`config.mk`:
```
export PLATFORM = sky130hd
export DESIGN_NAME = sync_header_frame_deframer_unit
export DESIGN_NICKNAME = d
export VERILOG_FILES = /design/src/design/shfd_pkg.sv /design/src/design/shfd_cell.sv /design/src/design/sync_header_frame_deframer_unit.sv
export SDC_FILE = /design/constraint.sdc
export NUM_CORES = 1
export LEC_CHECK = 0
export BUFFER_PORTS_ARGS = -buffer_cell sky130_fd_sc_hd__clkbuf_2
export CELL_PAD_IN_SITES_DETAIL_PLACEMENT = 1
export CELL_PAD_IN_SITES_GLOBAL_PLACEMENT = 2
export CORE_ASPECT_RATIO = 1.4
export CORE_UTILIZATION = 48
export CTS_BUF_LIST = sky130_fd_sc_hd__clkbuf_16
export CTS_CLUSTER_DIAMETER = 80
export CTS_CLUSTER_SIZE = 14
export DETAILED_ROUTE_END_ITERATION = 6
export GPL_TIMING_DRIVEN = 0
export PLACE_DENSITY = 0.75
export SYNTH_ARGS = -nofsm -noshare
export SYNTH_HDL_FRONTEND = slang
export SYNTH_SLANG_ARGS = --single-unit
```
`constraint.sdc`:
```
create_clock -name clock -period 27.6 [get_ports clock]
set_input_delay 0 -clock clock [delete_from_list [all_inputs] [get_ports clock]]
set_output_delay 0 -clock clock [all_outputs]
set_load 0.005 [all_outputs]
```
`src/design/shfd_pkg.sv`:
```
// Shared constants and types for the sync header frame deframer.
`default_nettype none

package shfd_pkg;

   localparam int unsigned BYTE_W        = 8;
   localparam int unsigned POS_W         = 6;
   localparam int unsigned TRAILER_BYTES = 4;

   localparam logic [BYTE_W-1:0] HDR_FIRST  = 8'hAA;
   localparam logic [BYTE_W-1:0] HDR_SECOND = 8'h55;
   localparam logic [BYTE_W-1:0] PAD_BYTE   = 8'h00;

   typedef logic [BYTE_W-1:0] byte_type;

endpackage : shfd_pkg

`default_nettype wire

```
`src/design/shfd_cell.sv`:
```
// One byte cell of the frame shift chain.
`default_nettype none

module shfd_cell (
   input  wire logic              clock,
   input  wire logic              shift_en,
   input  wire shfd_pkg::byte_type data_in,
   output shfd_pkg::byte_type     data_out
);

   shfd_pkg::byte_type data_ff;

   always_ff @(posedge clock) begin
      if (shift_en) begin
         data_ff <= data_in;
      end
   end

   assign data_out = data_ff;

endmodule : shfd_cell

`default_nettype wire

```
`src/design/sync_header_frame_deframer_unit.sv`:
```
// Top level of the sync header frame deframer: control and cell chain.
//
// Usage:
//   req_* carries one received byte per item. While csr listen enable is
//   clear the byte is accepted and dropped. Bytes are hunted for an AA 55
//   header and then collected into a chain of FRAME_BYTES byte cells, each
//   new byte entering at the tail and the chain shifting toward the head.
//   When the frame is full the block checks the header and the four
//   trailer bytes in its check state; a good frame is then shifted out of
//   the head cell on rsp_*, one item per cycle while rsp_tready is high,
//   tlast on the final byte. req_tready is low from the check state until
//   the last byte is taken, or until the check ends for a bad frame; a
//   stall on rsp simply holds the chain and the current item.
//   rsp_tvalid is registered and rises once the check state has passed
//   the frame; the first result can be taken from then on.
//   Reset (synchronous, active high) clears listen enable, the fill count
//   and the output valid; the cell contents are not cleared.
`default_nettype none

module sync_header_frame_deframer_unit #(
   parameter int unsigned FRAME_BYTES = 33
) (
   input  wire logic        clock,
   input  wire logic        reset,
   input  wire logic        req_tvalid,
   output      logic        req_tready,
   input  wire logic [7:0]  req_tdata,   // [7:0] rx_byte
   output      logic        rsp_tvalid,
   input  wire logic        rsp_tready,
   output      logic [15:0] rsp_tdata,   // [7:0] frame_byte, [13:8] byte_position, [15:14] 0
   output      logic        rsp_tlast,   // last_of_frame
   input  wire logic        csr_wr_en,
   input  wire logic        csr_wr_data  // listen_enable
);

   localparam int unsigned CW = $clog2(FRAME_BYTES);
   localparam logic [CW-1:0] LAST_IDX = CW'(FRAME_BYTES - 1);

   typedef enum logic [1:0] {
      ST_COLLECT,
      ST_CHECK,
      ST_EMIT
   } state_type;

   state_type      state_ff, state_in;
   logic [CW-1:0]  count_ff, count_in;
   logic [CW-1:0]  pos_ff, pos_in;
   logic           rsp_valid_ff, rsp_valid_in;
   logic           listen_ff;
   logic           store_shift, emit_shift, shift_en;
   logic           frame_ok;

   shfd_pkg::byte_type cell_q [FRAME_BYTES];

   // cell chain
   for (genvar i = 0; i < FRAME_BYTES; i++) begin : g_cell
      shfd_pkg::byte_type cell_d;
      if (i == FRAME_BYTES - 1) begin : g_tail
         assign cell_d = req_tdata;
      end else begin : g_body
         assign cell_d = cell_q[i+1];
      end
      shfd_cell u_cell (
         .clock    (clock),
         .shift_en (shift_en),
         .data_in  (cell_d),
         .data_out (cell_q[i])
      );
   end

   always_comb begin
      frame_ok = (cell_q[0] == shfd_pkg::HDR_FIRST) && (cell_q[1] == shfd_pkg::HDR_SECOND);
      for (int k = 0; k < shfd_pkg::TRAILER_BYTES; k++) begin
         if (cell_q[FRAME_BYTES - shfd_pkg::TRAILER_BYTES + k] != shfd_pkg::PAD_BYTE) begin
            frame_ok = 1'b0;
         end
      end
   end

   assign req_tready = (state_ff == ST_COLLECT);
   assign shift_en   = store_shift | emit_shift;

   always_comb begin
      state_in     = state_ff;
      count_in     = count_ff;
      pos_in       = pos_ff;
      rsp_valid_in = rsp_valid_ff;
      store_shift  = 1'b0;
      emit_shift   = 1'b0;
      unique case (state_ff)
         ST_COLLECT: begin
            if (req_tvalid && listen_ff) begin
               if (count_ff == '0) begin
                  if (req_tdata == shfd_pkg::HDR_FIRST) begin
                     store_shift = 1'b1;
                     count_in    = CW'(1);
                  end
               end else if (count_ff == CW'(1)) begin
                  if (req_tdata == shfd_pkg::HDR_SECOND) begin
                     store_shift = 1'b1;
                     count_in    = CW'(2);
                  end else if (req_tdata != shfd_pkg::HDR_FIRST) begin
                     count_in = '0;
                  end
               end else begin
                  store_shift = 1'b1;
                  if (count_ff == LAST_IDX) begin
                     count_in = '0;
                     state_in = ST_CHECK;
                  end else begin
                     count_in = count_ff + CW'(1);
                  end
               end
            end
         end
         ST_CHECK: begin
            pos_in = '0;
            if (frame_ok) begin
               rsp_valid_in = 1'b1;
               state_in     = ST_EMIT;
            end else begin
               state_in = ST_COLLECT;
            end
         end
         ST_EMIT: begin
            if (rsp_tready) begin
               emit_shift = 1'b1;
               if (pos_ff == LAST_IDX) begin
                  rsp_valid_in = 1'b0;
                  state_in     = ST_COLLECT;
               end else begin
                  pos_in = pos_ff + CW'(1);
               end
            end
         end
         default: begin
            state_in = ST_COLLECT;
         end
      endcase
   end

   always_ff @(posedge clock) begin
      if (reset) begin
         state_ff     <= ST_COLLECT;
         count_ff     <= '0;
         pos_ff       <= '0;
         rsp_valid_ff <= 1'b0;
         listen_ff    <= 1'b0;
      end else begin
         state_ff     <= state_in;
         count_ff     <= count_in;
         pos_ff       <= pos_in;
         rsp_valid_ff <= rsp_valid_in;
         if (csr_wr_en) begin
            listen_ff <= csr_wr_data;
         end
      end
   end

   assign rsp_tvalid = rsp_valid_ff;
   assign rsp_tdata  = {2'b00, shfd_pkg::POS_W'(pos_ff), cell_q[0]};
   assign rsp_tlast  = (pos_ff == LAST_IDX);

   // checks
   a_no_overlap: assert property (@(posedge clock) disable iff (reset)
      !(req_tready && rsp_tvalid))
      else $error("input taken while a frame is being emitted");

   a_last_ends: assert property (@(posedge clock) disable iff (reset)
      rsp_tvalid && rsp_tready && rsp_tlast |=> !rsp_tvalid && req_tready)
      else $error("emit did not end after the last item");

   a_start_header: assert property (@(posedge clock) disable iff (reset)
      $rose(rsp_tvalid) |-> (rsp_tdata[7:0] == shfd_pkg::HDR_FIRST) && (pos_ff == '0))
      else $error("frame emit did not start at the header");

endmodule : sync_header_frame_deframer_unit

`default_nettype wire
```
==> results.cfg <==
[outcome]
status = finished, final reports clean

[route]
drtIter0Drc = 167
dr.pass1.iters = 4
finalWirelength_um = 13400
antenna_left = 0
avgRoutedWirePerCell_um = 18.4
drcViolationCount = 0
vias_per_cell = 5.10
vias = 3715

[cells_and_area]
drive_gt1_frac = 0.147
finalNonFillerCells = 728
area_delta_synth_final_pct = 15.8
n_antenna_cell = 0
fillers = 1604
nets = 496
layout_common_cells = edfxtp_1, clkbuf_2, clkbuf_16
mostFrequentLayoutCell = edfxtp_1

[power_and_ir_drop]
total_power_mw = 0.742
powerDensity_nw_per_um2 = 71.0
vdd_ir_drop_max_mv = 0.0463
p_leak_nw = 3.35

[clock_tree]
ctsResizeCount = 0
cts_max_level = 1
clock_sinks = 280
clockBufferDepth = 3
clock-root-buffer = clkbuf_16
clk_latency_ns = 0.51
cts_tree = yes
cts-buffers-inserted = 23
path_clk_slew_ns = 0.06

[floorplanning]
die_h_um = 164
ioPinCount = 33
core_area_um2 = 18500
dieArea_um2 = 19400
die_w_um = 118
initial_core_util = 0.487
rows = 59

[placement]
placed_cells = 682
place.gp.congestion = 0.769
io_buffers = 30
dp.final_hpwl_um = 8000

[timing]
finalSetupViolCount = 0
finalSetupTns_ns = 0
slew_viol_final = 0
finalHoldViolations = 0
period_needed_ns = 3.24
rsz0062_at_grt = false
worst_pin_slew_ns = 0.688
skew_ns = 0.00734
maxClockFrequency_mhz = 309
fin_crit_sh = 0.117
max_slew_margin = 0.535

[synth]
yosysSeqAreaShare = 0.914
syn_inst = 398
yosysWarnings = 0
ys_ff_latch = 280
syn_avg_cell_area_um2 = 22.7
synth_cell_type_count = 37
synthesis.area_um2 = 9020

[setup_path]
crit_type = flop to flop
worst-path-max-fanout = 31
worstSetupEndpointType = flop
cp.arrival_ns = 3.44
cp-start-kind = flop
crit_required_ns = 27.81

[grt]
grt_overflow = 0
grt_antenna_before_repair = 0
track_usage = 0.145
grt_max_degree = 36
grt_pass1_vias = 3942
grt_first_pass_wirelength_um = 21300

[flow_run]
drv_cap = 0

[min_path]
hp-class = input port to flop
==> per-layer routing <==
layer | vias up | share of wire | global-route usage
met5 | - | 0 | 0
met4 | 0 | 0.021 | 0.0507
met3 | 24 | 0.031 | 0.0250
met2 | 51 | 0.51 | 0.249
met1 | 1912 | 0.43 | 0.186
li1 | 1728 | - | -
==> path summary, 6_finish.rpt <==
check / cells after the start / slack (ns) / start / endpoint
setup / recovery: 11 / 24.36 / count_ff[0]$_SDFFE_PP0P_ / g_cell[11].u_cell.data_out[3]$_DFFE_PP_
hold / removal: 2 / 0.24 / req_tdata[1] / g_cell[32].u_cell.data_out[1]$_DFFE_PP_
setup reg to reg: 11 / 24.36 / count_ff[0]$_SDFFE_PP0P_ / g_cell[11].u_cell.data_out[3]$_DFFE_PP_
hold reg to reg: 0 / 0.42 / g_cell[8].u_cell.data_out[6]$_DFFE_PP_ / g_cell[7].u_cell.data_out[6]$_DFFE_PP_
==> state kept, by name, indices dropped and copies added, names as in the netlist <==
| name | count |
|---|---|
| state_ff | 2 |
| pos_ff | 6 |
| listen_ff | 1 |
| count_ff | 6 |
| rsp_tvalid | 1 |
| g_cell.u_cell.data_out | 264 |
==> cell families (layout without fill, tap and decap cells) <==
family / count (synthesis) / count (layout) / share of synthesized area
other: 1 / 2 / 0.000416
XOR/XNOR: 4 / 4 / 0.00388
flip-flops: 280 / 280 / 0.914
multiplexers: 1 / 1 / 0.00111
adder cells (fa/ha/maj): 5 / 5 / 0.00693
buffers and inverters: 14 / 99 / 0.00749
AND/OR/NAND/NOR: 69 / 69 / 0.0492
AO/OA/AOI/OAI: 24 / 24 / 0.0166
==> cell usage after synthesis (all sizes together) <==
cell,instances,share of area
xnor2,1,0.00097
nor2b,2,0.0014
nor2,12,0.0050
a31o,1,0.00097
inv,9,0.0037
o31ai,4,0.0033
nor3,5,0.0028
edfxtp,264,0.88
or4,4,0.0033
nor4,11,0.011
nand2,9,0.0040
nand3,7,0.0039
clkbuf,2,0.00083
ha,5,0.0069
xor2,3,0.0029
o21ai,3,0.0017
o2111ai,1,0.00097
or2,1,0.00069
a311oi,1,0.00097
or3,1,0.00069
nand3b,1,0.00083
a21oi,11,0.0061
o221a,1,0.0012
dfxtp,16,0.036
a31oi,2,0.0014
and4bb,2,0.0028
nand2b,2,0.0014
nor4b,3,0.0029
mux2i,1,0.0011
nand4bb,2,0.0025
nand4,4,0.0028
buf,3,0.0029
conb,1,0.00042
nor4bb,3,0.0033
==> power breakdown <==
part | switching, mW | internal (mW) | total (mW)
Clock | 0.132 | 0.149 | 0.280
Combinational | 0.00167 | 0.00253 | 0.00420
Sequential | 0.0000936 | 0.458 | 0.458
Total | 0.133 | 0.609 | 0.742
==> cell type report <==
cell class / instances / area [um2] / area share
sequential: 280 / 8250 / 0.789
multi-input combinational: 105 / 721 / 0.0690
clock buffer: 23 / 576 / 0.0551
timing repair buffer: 53 / 493 / 0.0472
tap: 244 / 305 / 0.0292
clock inverter: 9 / 38.8 / 0.00371
buffer: 5 / 33.8 / 0.00323
inverter: 9 / 33.8 / 0.00323
==> what timing repair did <==
item	CTS	global route
endpoints found under the hold margin	17	0
setup endpoints to repair	0	0
buffers inserted	0	0
hold buffers	14	0
==> worst max-delay path: stages (launching register included) <==
cell and delay [ns]:
dfxtp_1 0.43, inv_1 0.07, ha_1 0.19, clkbuf_1 0.21, a31o_1 0.24, buf_6 0.14, o21ai_4 0.50, buf_12 0.28
buf_16 0.20, buf_12 0.21, buf_12 0.22, buf_16 0.19
==> stage by stage <==
step | utilization | hold WS (ns) | setup slack (ns) | cell area [um2]
2_1_floorplan | - | 0.0759 | 6.84 | 9020
3_3_place_gp | 0.512 | 0.198 | 1.78 | 9480
3_5_place_dp | 0.523 | 0.206 | 24.32 | 9690
4_1_cts | 0.564 | 0.210 | 24.33 | 10400
5_1_grt | 0.564 | 0.247 | 24.16 | 10400
6_report | 0.564 | 0.241 | 24.36 | 10400
No activity file was read; power rests on OpenSTA's default activity.
